`src/hdl/ace_pkg.sv`:
```
`timescale 1ns / 1ps
package ace_pkg;
   localparam int FUNC_W   = 2;
   localparam int OUTC_W   = 3;
   localparam int MAC_W    = 48;
   localparam int IP_W     = 32;
   localparam int TICK_W   = 32;
   localparam int CNT_OUT_W = 5;
   localparam int REQ_DATA_W = 224;
   localparam int RSP_DATA_W = 168;
   localparam int CSR_IDX_W  = 8;
   localparam int CSR_DATA_W = 48;
   localparam logic [15:0] ARP_LEN    = 16'd28;
   localparam logic [15:0] OP_REQUEST = 16'd1;
   localparam logic [TICK_W-1:0] TIMEOUT_RESET = 32'd1000;

   typedef enum logic [FUNC_W-1:0] {
      FN_PACKET = 2'd0,
      FN_LEARN  = 2'd1,
      FN_LOOKUP = 2'd2,
      FN_TICK   = 2'd3
   } func_type;

   typedef enum logic [OUTC_W-1:0] {
      OC_NONE      = 3'd0,
      OC_REFRESHED = 3'd1,
      OC_LEARNED   = 3'd2,
      OC_CONTRA    = 3'd3,
      OC_FULL      = 3'd4,
      OC_BAD_SIZE  = 3'd5,
      OC_MISMATCH  = 3'd6
   } outcome_type;

   typedef enum logic [CSR_IDX_W-1:0] {
      REG_OWN_IP       = 8'd0,
      REG_OWN_IP_VALID = 8'd1,
      REG_OWN_MAC      = 8'd2,
      REG_TIMEOUT      = 8'd3
   } csr_reg_type;
endpackage

```
`src/hdl/arp_cache_engine.sv`:
```
// Learn, lookup and well-formed packets make one pass over the entry memory; tick and
// rejected packets skip the scan. The engine takes one item at a time; the scan of
// the one-port entry RAM sets the rate.
// Reset (synchronous, active high) clears slot valid and disputed bits, tick,
// contradiction count and registers; the entry RAM itself needs no clearing.
`timescale 1ns / 1ps
module arp_cache_engine
   import ace_pkg::*;
#(
   parameter int ENTRIES = 16
) (
   input  logic                  clock,
   input  logic                  reset,
   input  logic                  req_tvalid,
   output logic                  req_tready,
   // packet_length, opcode, arp_sha, arp_spa, arp_tpa, frame_src_mac, query_ip
   input  logic [REQ_DATA_W-1:0] req_tdata,
   // func
   input  logic [FUNC_W-1:0]     req_tuser,
   output logic                  rsp_tvalid,
   input  logic                  rsp_tready,
   // reply_valid, reply_mac, reply_ip, hit, hit_mac, hit_disputed, entry_count,
   // contradiction_total
   output logic [RSP_DATA_W-1:0] rsp_tdata,
   // outcome
   output logic [OUTC_W-1:0]     rsp_tuser,
   input  logic                  csr_valid,
   output logic                  csr_ready,
   input  logic [CSR_IDX_W-1:0]  csr_index,
   input  logic [CSR_DATA_W-1:0] csr_wdata
);
   localparam int IDX_W = (ENTRIES > 1) ? $clog2(ENTRIES) : 1;
   localparam int CNT_W = $clog2(ENTRIES + 1);
   localparam int ENT_W = IP_W + MAC_W + TICK_W;

   typedef enum logic [3:0] {
      ST_IDLE   = 4'b0001,
      ST_SCAN   = 4'b0010,
      ST_FINISH = 4'b0100,
      ST_SPARE  = 4'b1000
   } state_type;

   state_type state_ff, state_in;

   logic [IP_W-1:0]   own_ip_ff;
   logic              own_ip_valid_ff;
   logic [MAC_W-1:0]  own_mac_ff;
   logic [TICK_W-1:0] timeout_ff;

   logic [ENTRIES-1:0] used_ff, disp_ff;
   logic [CNT_W-1:0]   count_ff;
   logic [TICK_W-1:0]  tick_ff;
   logic [31:0]        tally_ff;

   logic [ENT_W-1:0] mem [ENTRIES];
   logic [ENT_W-1:0] rd_data_ff;

   func_type          func_ff;
   logic [IP_W-1:0]   key_ff;
   logic [MAC_W-1:0]  mac_ff;
   logic              reply_ff;
   outcome_type       early_ff;
   logic              scanned_ff;

   logic [CNT_W-1:0]  rd_cnt_ff;
   logic              chk_valid_ff;
   logic [IDX_W-1:0]  chk_idx_ff;
   logic              found_ff, free_ff;
   logic [IDX_W-1:0]  found_idx_ff, free_idx_ff;
   logic [MAC_W-1:0]  found_mac_ff;

   logic              out_valid_ff;
   outcome_type       out_oc_ff;
   logic [RSP_DATA_W-1:0] out_data_ff;

   logic [15:0]       in_plen, in_op;
   logic [MAC_W-1:0]  in_smac, in_fmac;
   logic [IP_W-1:0]   in_sip, in_tip, in_qip;
   logic              accept, out_free, finish_go;

   assign in_plen = req_tdata[15:0];
   assign in_op   = req_tdata[31:16];
   assign in_smac = req_tdata[79:32];
   assign in_sip  = req_tdata[111:80];
   assign in_tip  = req_tdata[143:112];
   assign in_fmac = req_tdata[191:144];
   assign in_qip  = req_tdata[223:192];

   assign req_tready = (state_ff == ST_IDLE);
   assign accept     = req_tvalid && req_tready;
   assign csr_ready  = 1'b1;
   assign out_free   = !out_valid_ff || rsp_tready;
   assign finish_go  = (state_ff == ST_FINISH) && out_free;

   always_ff @(posedge clock) begin
      if (reset) begin
         own_ip_ff       <= '0;
         own_ip_valid_ff <= 1'b0;
         own_mac_ff      <= '0;
         timeout_ff      <= TIMEOUT_RESET;
      end else if (csr_valid) begin
         unique case (csr_index)
            REG_OWN_IP:       own_ip_ff       <= csr_wdata[IP_W-1:0];
            REG_OWN_IP_VALID: own_ip_valid_ff <= csr_wdata[0];
            REG_OWN_MAC:      own_mac_ff      <= csr_wdata[MAC_W-1:0];
            REG_TIMEOUT:      timeout_ff      <= csr_wdata[TICK_W-1:0];
            default: ;
         endcase
      end
   end

   // item capture
   always_ff @(posedge clock) begin
      if (accept) begin
         func_ff  <= func_type'(req_tuser);
         key_ff   <= (func_type'(req_tuser) == FN_LOOKUP) ? in_qip : in_sip;
         mac_ff   <= in_smac;
         reply_ff <= (func_type'(req_tuser) == FN_PACKET)
                     && (in_op == OP_REQUEST) && own_ip_valid_ff && (in_tip == own_ip_ff)
                     && (in_plen == ARP_LEN) && (in_smac == in_fmac);
         early_ff <= (in_plen != ARP_LEN) ? OC_BAD_SIZE : OC_MISMATCH;
      end
   end

   logic scan_start;
   assign scan_start = accept && ((func_type'(req_tuser) == FN_LEARN)
      || (func_type'(req_tuser) == FN_LOOKUP)
      || ((func_type'(req_tuser) == FN_PACKET) && (in_plen == ARP_LEN)
          && (in_smac == in_fmac)));

   always_comb begin
      state_in = state_ff;
      unique case (state_ff)
         ST_IDLE:   if (accept) state_in = scan_start ? ST_SCAN : ST_FINISH;
         ST_SCAN:   if (chk_valid_ff && (chk_idx_ff == IDX_W'(ENTRIES - 1)))
                       state_in = ST_FINISH;
         ST_FINISH: if (out_free) state_in = ST_IDLE;
         default:   state_in = ST_IDLE;
      endcase
   end

   always_ff @(posedge clock) begin
      if (reset) state_ff <= ST_IDLE;
      else       state_ff <= state_in;
   end

   // scan: read issue, and check in the following cycle
   logic issue;
   assign issue = (state_ff == ST_SCAN) && (rd_cnt_ff < CNT_W'(ENTRIES));

   always_ff @(posedge clock) begin
      if (issue) rd_data_ff <= mem[rd_cnt_ff[IDX_W-1:0]];
   end

   logic [IP_W-1:0]   e_ip;
   logic [MAC_W-1:0]  e_mac;
   logic [TICK_W-1:0] e_seen, age;
   logic              is_learn, c_used, c_stale, c_eff;
   assign e_seen   = rd_data_ff[TICK_W-1:0];
   assign e_mac    = rd_data_ff[TICK_W+MAC_W-1:TICK_W];
   assign e_ip     = rd_data_ff[ENT_W-1:TICK_W+MAC_W];
   assign age      = tick_ff - e_seen;
   assign is_learn = (func_ff != FN_LOOKUP);
   assign c_used   = used_ff[chk_idx_ff];
   assign c_stale  = chk_valid_ff && is_learn && c_used && (age > timeout_ff);
   assign c_eff    = c_used && !c_stale;

   always_ff @(posedge clock) begin
      if (reset) begin
         chk_valid_ff <= 1'b0;
      end else begin
         chk_valid_ff <= issue;
      end
      if (accept) begin
         rd_cnt_ff <= '0;
         found_ff  <= 1'b0;
         free_ff   <= 1'b0;
      end else begin
         if (issue) rd_cnt_ff <= rd_cnt_ff + 1'b1;
         if (chk_valid_ff) begin
            if (c_eff && (e_ip == key_ff) && !found_ff) begin
               found_ff     <= 1'b1;
               found_idx_ff <= chk_idx_ff;
               found_mac_ff <= e_mac;
            end
            if (!c_eff && !free_ff) begin
               free_ff     <= 1'b1;
               free_idx_ff <= chk_idx_ff;
            end
         end
      end
      chk_idx_ff <= rd_cnt_ff[IDX_W-1:0];
   end

   // finish: decide, write back, build result
   outcome_type       oc;
   logic              do_wr, do_new, do_contra;
   logic [IDX_W-1:0]  wr_idx;
   logic [CNT_W-1:0]  count_fin;
   logic              hit, hit_disp;
   logic [MAC_W-1:0]  hit_mac;
   logic [CNT_W+CNT_OUT_W-1:0] count_ext;
   logic [31:0]       tally_fin;

   always_comb begin
      oc = OC_NONE;
      do_wr = 1'b0;
      do_new = 1'b0;
      do_contra = 1'b0;
      wr_idx = found_idx_ff;
      hit = 1'b0;
      hit_mac = '0;
      hit_disp = 1'b0;
      unique case (func_ff)
         FN_PACKET, FN_LEARN: begin
            if ((func_ff == FN_PACKET) && (state_ff == ST_FINISH) && !scanned_ff) begin
               oc = early_ff;
            end else if (found_ff) begin
               if (found_mac_ff != mac_ff) begin
                  oc = OC_CONTRA;
                  do_contra = 1'b1;
               end else begin
                  oc = OC_REFRESHED;
                  do_wr = 1'b1;
               end
            end else if (free_ff) begin
               oc = OC_LEARNED;
               do_wr = 1'b1;
               do_new = 1'b1;
               wr_idx = free_idx_ff;
            end else begin
               oc = OC_FULL;
            end
         end
         FN_LOOKUP: begin
            hit = found_ff;
            if (found_ff) begin
               hit_mac  = found_mac_ff;
               hit_disp = disp_ff[found_idx_ff];
            end
         end
         default: ;
      endcase
      count_fin = count_ff + CNT_W'(do_new);
      tally_fin = tally_ff + 32'(do_contra);
      count_ext = {{CNT_OUT_W{1'b0}}, count_fin};
   end

   always_ff @(posedge clock) begin
      if (reset)                          scanned_ff <= 1'b0;
      else if (accept)                    scanned_ff <= scan_start;
   end

   always_ff @(posedge clock) begin
      if (finish_go && do_wr) mem[wr_idx] <= {key_ff, mac_ff, tick_ff};
   end

   always_ff @(posedge clock) begin
      if (reset) begin
         used_ff  <= '0;
         disp_ff  <= '0;
         count_ff <= '0;
         tick_ff  <= '0;
         tally_ff <= '0;
      end else begin
         if (c_stale) begin
            used_ff[chk_idx_ff] <= 1'b0;
            disp_ff[chk_idx_ff] <= 1'b0;
            count_ff <= count_ff - 1'b1;
         end
         if (finish_go) begin
            count_ff <= count_fin;
            tally_ff <= tally_fin;
            if (do_new) begin
               used_ff[wr_idx] <= 1'b1;
               disp_ff[wr_idx] <= 1'b0;
            end
            if (do_contra) disp_ff[found_idx_ff] <= 1'b1;
            if (func_ff == FN_TICK) tick_ff <= tick_ff + 1'b1;
         end
      end
   end

   logic [RSP_DATA_W-1:0] res_data;
   always_comb begin
      res_data = {tally_fin, count_ext[CNT_OUT_W-1:0], hit_disp, hit_mac, hit,
                  reply_ff ? key_ff : {IP_W{1'b0}},
                  reply_ff ? mac_ff : {MAC_W{1'b0}},
                  reply_ff};
   end

   always_ff @(posedge clock) begin
      if (reset) begin
         out_valid_ff <= 1'b0;
      end else if (finish_go) begin
         out_valid_ff <= 1'b1;
      end else if (rsp_tready) begin
         out_valid_ff <= 1'b0;
      end
      if (finish_go) begin
         out_oc_ff   <= oc;
         out_data_ff <= res_data;
      end
   end

   assign rsp_tvalid = out_valid_ff;
   assign rsp_tdata  = out_data_ff;
   assign rsp_tuser  = out_oc_ff;
endmodule

```
`config.mk`:
```
export PLATFORM = sky130hd
export DESIGN_NAME = arp_cache_engine
export DESIGN_NICKNAME = d
export VERILOG_FILES = /design/src/hdl/ace_pkg.sv /design/src/hdl/arp_cache_engine.sv
export SDC_FILE = /design/constraint.sdc
export NUM_CORES = 2
export LEC_CHECK = 0
export BUFFER_PORTS_ARGS = -buffer_cell sky130_fd_sc_hd__buf_2
export CAP_MARGIN = 10
export CORE_MARGIN = 10
export CORE_UTILIZATION = 63
export CTS_BUF_LIST = sky130_fd_sc_hd__clkbuf_4
export DETAILED_ROUTE_END_ITERATION = 12
export PLACE_DENSITY = 0.82
export SYNTH_ARGS = -nofsm -noshare
export SYNTH_HDL_FRONTEND = slang
export SYNTH_SLANG_ARGS = --single-unit
```
`constraint.sdc`:
```
create_clock -name clock -period 10.7 [get_ports clock]
set_input_delay 1.07 -clock clock [delete_from_list [all_inputs] [get_ports clock]]
set_output_delay 1.07 -clock clock [all_outputs]
set_load 0.05 [all_outputs]
```
* Word level (Yosys, flattened, before mapping)
Memory sizes are Yosys's and may differ from the RTL's. A register that Yosys moved wholly into a read port is not among the register bits.
Index checks and enable logic that the tools add are counted.
** Operators by class
- Add/subtract/negate cells :: 6
- Reduce and logical (&&, ||, !) cells :: 50
- $lt $le $gt $ge :: 8
- Mux-type cells :: 54
- Shift operators :: 0
- Multiply operators :: 0
- Bitwise logic cells :: 8
- Eq/ne operators :: 22
- Div/mod/pow operators :: 0
** Operators with widths (count)
- $mux 16 :: 11
- $eq 32x32->1 :: 2
- $and 16x16->16 :: 3
- $eq 48x48->1 :: 1
- $ne 48x48->1 :: 1
- $add 32x1->32 :: 1
- $add 32x1->32 const B :: 1
- $gt 32x32->1 :: 1
- $mux 32 :: 1
- $not 16->16 :: 2
- $or 16x16->16 :: 2
- $sub 32x32->32 :: 1
- $mux 4 :: 7
- $logic_and 1x1->1 :: 25
- $mux 1 :: 21
- $eq 16x1->1 const B :: 1
- $eq 16x5->1 const B :: 1
- $ne 16x5->1 const B :: 1
- $lt 4x5->1 const B :: 3
- $reduce_and 2->1 :: 7
- $demux 1 s4 :: 3
- $ge 4x1->1 const B :: 3
- $mux 3 :: 4
- $pmux 4 s3 :: 1
- 25 further kinds :: 44
** Word-level totals
- Bits in registers :: 497
- RAM bits :: 1792
- Latch bits :: 0
- Input port bits :: 287
- ROM bits :: 0
- Memories kept :: 1
- Output and inout bits :: 174
- Word-level logic and storage cells :: 178
** Memory list
- mem :: words 16, bits a word 112, rd ports 1, clocked after Yosys merged registers in 1, write ports 1, RTL line arp_cache_engine.sv:55 : logic [ENT_W-1:0] mem [ENTRIES];

* Longest topological paths before layout
- Word-level depth :: 17
- Depth in mapped cells :: 22
- Depth with buffers taken out :: 21

* Worst setup path before layout
No wires, ideal clock.
- Kind :: input port to flip-flop
- From :: in rsp_tready
- To :: mem mem[2][0] (netlist name), enable pin
- Arrival time :: 6.866 ns
- Setup time :: 0.585 ns
- Path slack :: 3.249 ns
- Stages on the path :: 6
- Path buffers :: 1
- Data required time :: 10.115 ns
- Cells stage by stage :: nand2b_1 nand2b_1 clkbuf_1 a2111oi_1 nand2_1 nor2_1
** On the way
- Longest elaborated chain between the ends :: 5
** Ends and longest elaborated chain
- start: declaration :: RTL line arp_cache_engine.sv:21 : input logic rsp_tready,
- $logic_or 1x1->1 :: RTL line arp_cache_engine.sv:92 : assign out_free = !out_valid_ff || rsp_tready;
- $logic_and 1x1->1 :: RTL line arp_cache_engine.sv:93 : assign finish_go = (state_ff == ST_FINISH) && out_free;
- $logic_and 1x1->1 :: RTL line arp_cache_engine.sv:255 : if (finish_go && do_wr) mem[wr_idx] <= {key_ff, mac_ff, tick_ff};
- $mux 1 :: RTL line arp_cache_engine.sv:255
- $mux 1 (implied by the code) :: RTL line arp_cache_engine.sv:255
- end: declaration :: RTL line arp_cache_engine.sv:55
Every way passes these cells.

* Worst setup path after layout
- From :: reg tick_ff[1]
- To :: reg found_mac_ff[37], enable pin
** On the way
- Longest elaborated chain between the ends :: 8
** Ends and longest elaborated chain
- start: declaration :: RTL line arp_cache_engine.sv:52 : logic [TICK_W-1:0] tick_ff;
- start signal: assignment :: RTL line arp_cache_engine.sv:279 : if (func_ff == FN_TICK) tick_ff <= tick_ff + 1'b1;
- $sub 32x32->32 :: RTL line arp_cache_engine.sv:162 : assign age = tick_ff - e_seen;
- $gt 32x32->1 :: RTL line arp_cache_engine.sv:165 : assign c_stale = chk_valid_ff && is_learn && c_used && (age > timeout_ff);
- $logic_and 1x1->1 :: RTL line arp_cache_engine.sv:165
- $logic_not 1->1 :: RTL line arp_cache_engine.sv:166 : assign c_eff = c_used && !c_stale;
- $logic_and 1x1->1 :: RTL line arp_cache_engine.sv:166
- $logic_and 1x1->1 (2 in series) :: RTL line arp_cache_engine.sv:181 : if (c_eff && (e_ip == key_ff) && !found_ff) begin
- $reduce_and 3->1 (no source line)
- end signal: assignment :: RTL line arp_cache_engine.sv:184 : found_mac_ff <= e_mac;
- end: declaration :: RTL line arp_cache_engine.sv:70 : logic [MAC_W-1:0] found_mac_ff;
Every way passes these cells.
A chain may end at the register's enable or synchronous reset.

==> results.py <==
metrics = {
    "placement": {
        "gp_congestion": 0.912,
        "port_buffers": 443,
        "place_area_um2": 98200,
        "dp_hpwl_um": 120000,
        "dpl.cell_count": 6909,
    },
    "global_route": {
        "antenna_found_initial": 11,
        "grt_max_degree": 113,
        "first_global_vias": 53600,
        "grt_usage": 0.287,
        "grtUsageMet1": 0.378,
        "overflow": 0,
        "gr-usage-met2": 0.465,
        "grt.busiest_layer": "met2",
        "grt_pass1_wl_um": 347000,
        "use_met3": 0.0700,
    },
    "setup_path": {
        "arrival_ns": 7.61,
        "cp_slowest_cell": "buf_4",
        "path_cells": "ha_1 > nor2b_1 > o31ai_1 > a211oi_1 > nor3b_1 > o21ai_0 > a21oi_1 > xnor2_1 > ha_1 > a21o_1 > a21o_1 > a211oi_1 > o21a_1 > o21ai_0 > o31ai_4 > buf_4 > nand2_1 > nor2_4 > buf_4",
        "crit_buf_inv": 2,
        "crit_family": "compound AO/OA/AOI/OAI gates",
        "cpPeakStageDelay_ns": 0.77,
        "critical_path_required_ns": 11.60,
        "cp-start-kind": "register",
        "crit_fanout": 47,
        "end_kind": "register",
        "path_class": "register to register",
    },
    "sta": {
        "hold_violations": 0,
        "slew_viol_final": 0,
        "max_freq_ghz": 0.149,
        "rsz0062_at_grt": "false",
        "tns_ns": 0,
        "fin_skew_ns": 0.0888,
        "fin_crit_sh": 0.627,
        "period_minus_slack_ns": 6.71,
        "setup_viol": 0,
        "worst_pin_slew_ns": 1.31,
        "relSlewSlack": 0.123,
        "whs_ns": 0.114,
    },
    "power": {
        "sequentialPowerShare": 0.566,
        "clkPwrFrac": 0.406,
        "peakVddDrop_mv": 0.131,
        "p_int_w": 0.0144,
        "p_leak_nw": 36.1,
        "switching_share": 0.220,
        "powerDensity_nw_per_um2": 173,
        "power_frac_comb": 0.028,
        "p_sw_w": 0.00406,
    },
    "floorplan": {
        "rows": 141,
        "die_area_um2": 164000,
        "dieWidth_um": 405,
        "ioPinCount": 461,
        "coreArea_um2": 148000,
        "start_util": 0.634,
        "die_h_um": 405,
    },
    "synth": {
        "muxShareOfSynthArea": 0.142,
        "synth_top_family_by_area": "multiplexers",
        "synthSimpleGateAreaFrac": 0.0426,
        "synth_cell_types": 74,
        "synth_ff_type": "edfxtp_1",
        "yosysSeqAreaShare": 0.750,
        "synthesis.area_um2": 93600,
        "synth_xor_area_frac": 0.0256,
        "ys_async_sr_fraction": 0,
        "synth_compound_area_frac": 0.0178,
        "syn_area_per_cell_um2": 20.0,
        "synthAdderAreaFrac": 0.00984,
        "synth_warnings": 0,
        "synth_edf_count": 2216,
        "syn_inst": 4684,
        "synth_seq_cells": 2399,
        "syn_nets": 5044,
    },
    "final_layout": {
        "layout_commonest_cell": "edfxtp_1",
        "final_cells": 8079,
        "nets": 6073,
        "drive_gt1_frac": 0.335,
        "mostFrequentLayoutCells": "edfxtp_1 (2216), clkbuf_4 (856), mux4_2 (570)",
        "utilization": 0.724,
        "syn_to_final_growth_pct": 14.2,
        "fin_area_um2": 107000,
    },
    "clocking": {
        "clock_sinks": 2399,
        "cts_setup_buffers": 0,
        "cts_max_path_buffers": 4,
        "holdBufCountCts": 133,
        "cts_tree": "built",
        "cts-htree-levels": 6,
        "cts_made_buffers": 598,
        "clock_latency_ns": 1.35,
        "cts.clk_slew.worst_paths_ns": 0.06,
        "root_buffer": "clkbuf_4",
        "cts_resized": 0,
    },
    "drt": {
        "drtAntennaViolNets": 0,
        "routedWlPerCell_um": 29.1,
        "wl_um": 235000,
        "first_iter_violations": 6287,
        "drc_errors": 0,
        "via_per_inst": 6.38,
        "num_vias": 51600,
        "drtPass1Iterations": 7,
    },
    "hold_path": {
        "min_path_type": "primary input to register",
    },
    "status": {
        "outcome": "completed",
    },
    "flow_run": {
        "cap_violations": 0,
    },
}
==> synthesized netlist by cell type (11+ instances only) <==
master | n | area share
edfxtp_1 | 2216 | 0.71
mux4_2 | 570 | 0.14
nand2_1 | 203 | 0.0081
dfxtp_1 | 183 | 0.039
xnor2_1 | 158 | 0.015
and2_1 | 138 | 0.0092
nor2_1 | 136 | 0.0055
clkbuf_1 | 130 | 0.0052
a21oi_1 | 120 | 0.0064
xor2_1 | 115 | 0.011
inv_1 | 88 | 0.0035
ha_1 | 72 | 0.0096
buf_1 | 62 | 0.0025
nand4_1 | 57 | 0.0038
nand3_1 | 52 | 0.0028
mux2_2 | 34 | 0.0041
nor4_1 | 32 | 0.0021
o21ai_0 | 28 | 0.0015
nor3_1 | 26 | 0.0014
o22ai_1 | 24 | 0.0016
a21o_1 | 22 | 0.0018
nand2b_1 | 21 | 0.0014
and3_1 | 20 | 0.0013
nand3b_1 | 19 | 0.0015
o31ai_1 | 11 | 0.00088
==> registers in the layout, indices dropped and copies added (netlist names), 5 cells and up <==
register / flops
count_ff: 5
rsp_tdata: 168
found_mac_ff: 48
used_ff: 16
key_ff: 32
rd_cnt_ff: 5
timeout_ff: 32
tick_ff: 32
mem: 1792
own_ip_ff: 32
tally_ff: 32
mac_ff: 48
disp_ff: 16
rd_data_ff: 112
==> power groups by stage <==
stage          sequential (W)  combinational [W]  clock, W
4_1_cts                0.0104           0.000508   0.00752
3_3_place_gp           0.0106           0.000455         0
5_1_grt                0.0104           0.000545   0.00810
6_report               0.0104           0.000515   0.00750
2_1_floorplan          0.0106           0.000259         0
3_5_place_dp           0.0106           0.000463         0
==> area by class of cell <==
| type | count | area (um^2) |
|---|---|---|
| Inverter | 88 | 340 |
| Fill cell | 8289 | 40800 |
| Clock inverter | 170 | 885 |
| Clock buffer | 856 | 6430 |
| Multi-Input combinational cell | 1992 | 22400 |
| Antenna cell | 10 | 25.0 |
| Sequential cell | 2399 | 70200 |
| Timing Repair Buffer | 634 | 4190 |
| Tap cell | 1930 | 2410 |
==> final timing paths <==
check	startpoint	endpoint	slack [ns]	cells after the start
worst max register to register	tick_ff[1]	found_mac_ff[37]	3.99	19
worst max-delay path	tick_ff[1]	found_mac_ff[37]	3.99	19
worst min register to register	rd_data_ff[40]	found_mac_ff[8]	0.38	0
worst min-delay path	req_tdata[218]	key_ff[26]	0.11	2
==> cells by family after synthesis <==
kind of cell,after synthesis
other,1
flip-flops,2399
XOR/XNOR,273
adder cells (fa/ha/maj),73
buffers and inverters,293
multiplexers,610
AO/OA/AOI/OAI,271
AND/OR/NAND/NOR,764
==> metrics by stage <==
step,total power (W),setup slack [ns]
3_5_place_dp,0.0111,4.19
3_3_place_gp,0.0111,4.37
4_1_cts,0.0185,4.14
6_report,0.0184,3.99
5_1_grt,0.0191,3.57
2_1_floorplan,0.0109,3.25
==> per-layer routing <==
metal | part of all wire | up-vias | wire length [um]
met2 | 0.50 | 3681 | 117000
met5 | 0.000089 | - | 21
met4 | 0.040 | 4 | 9380
li1 | - | 21300 | -
met1 | 0.35 | 25900 | 81200
met3 | 0.12 | 676 | 27800
Note: power is estimated with default switching activity, not from simulation.
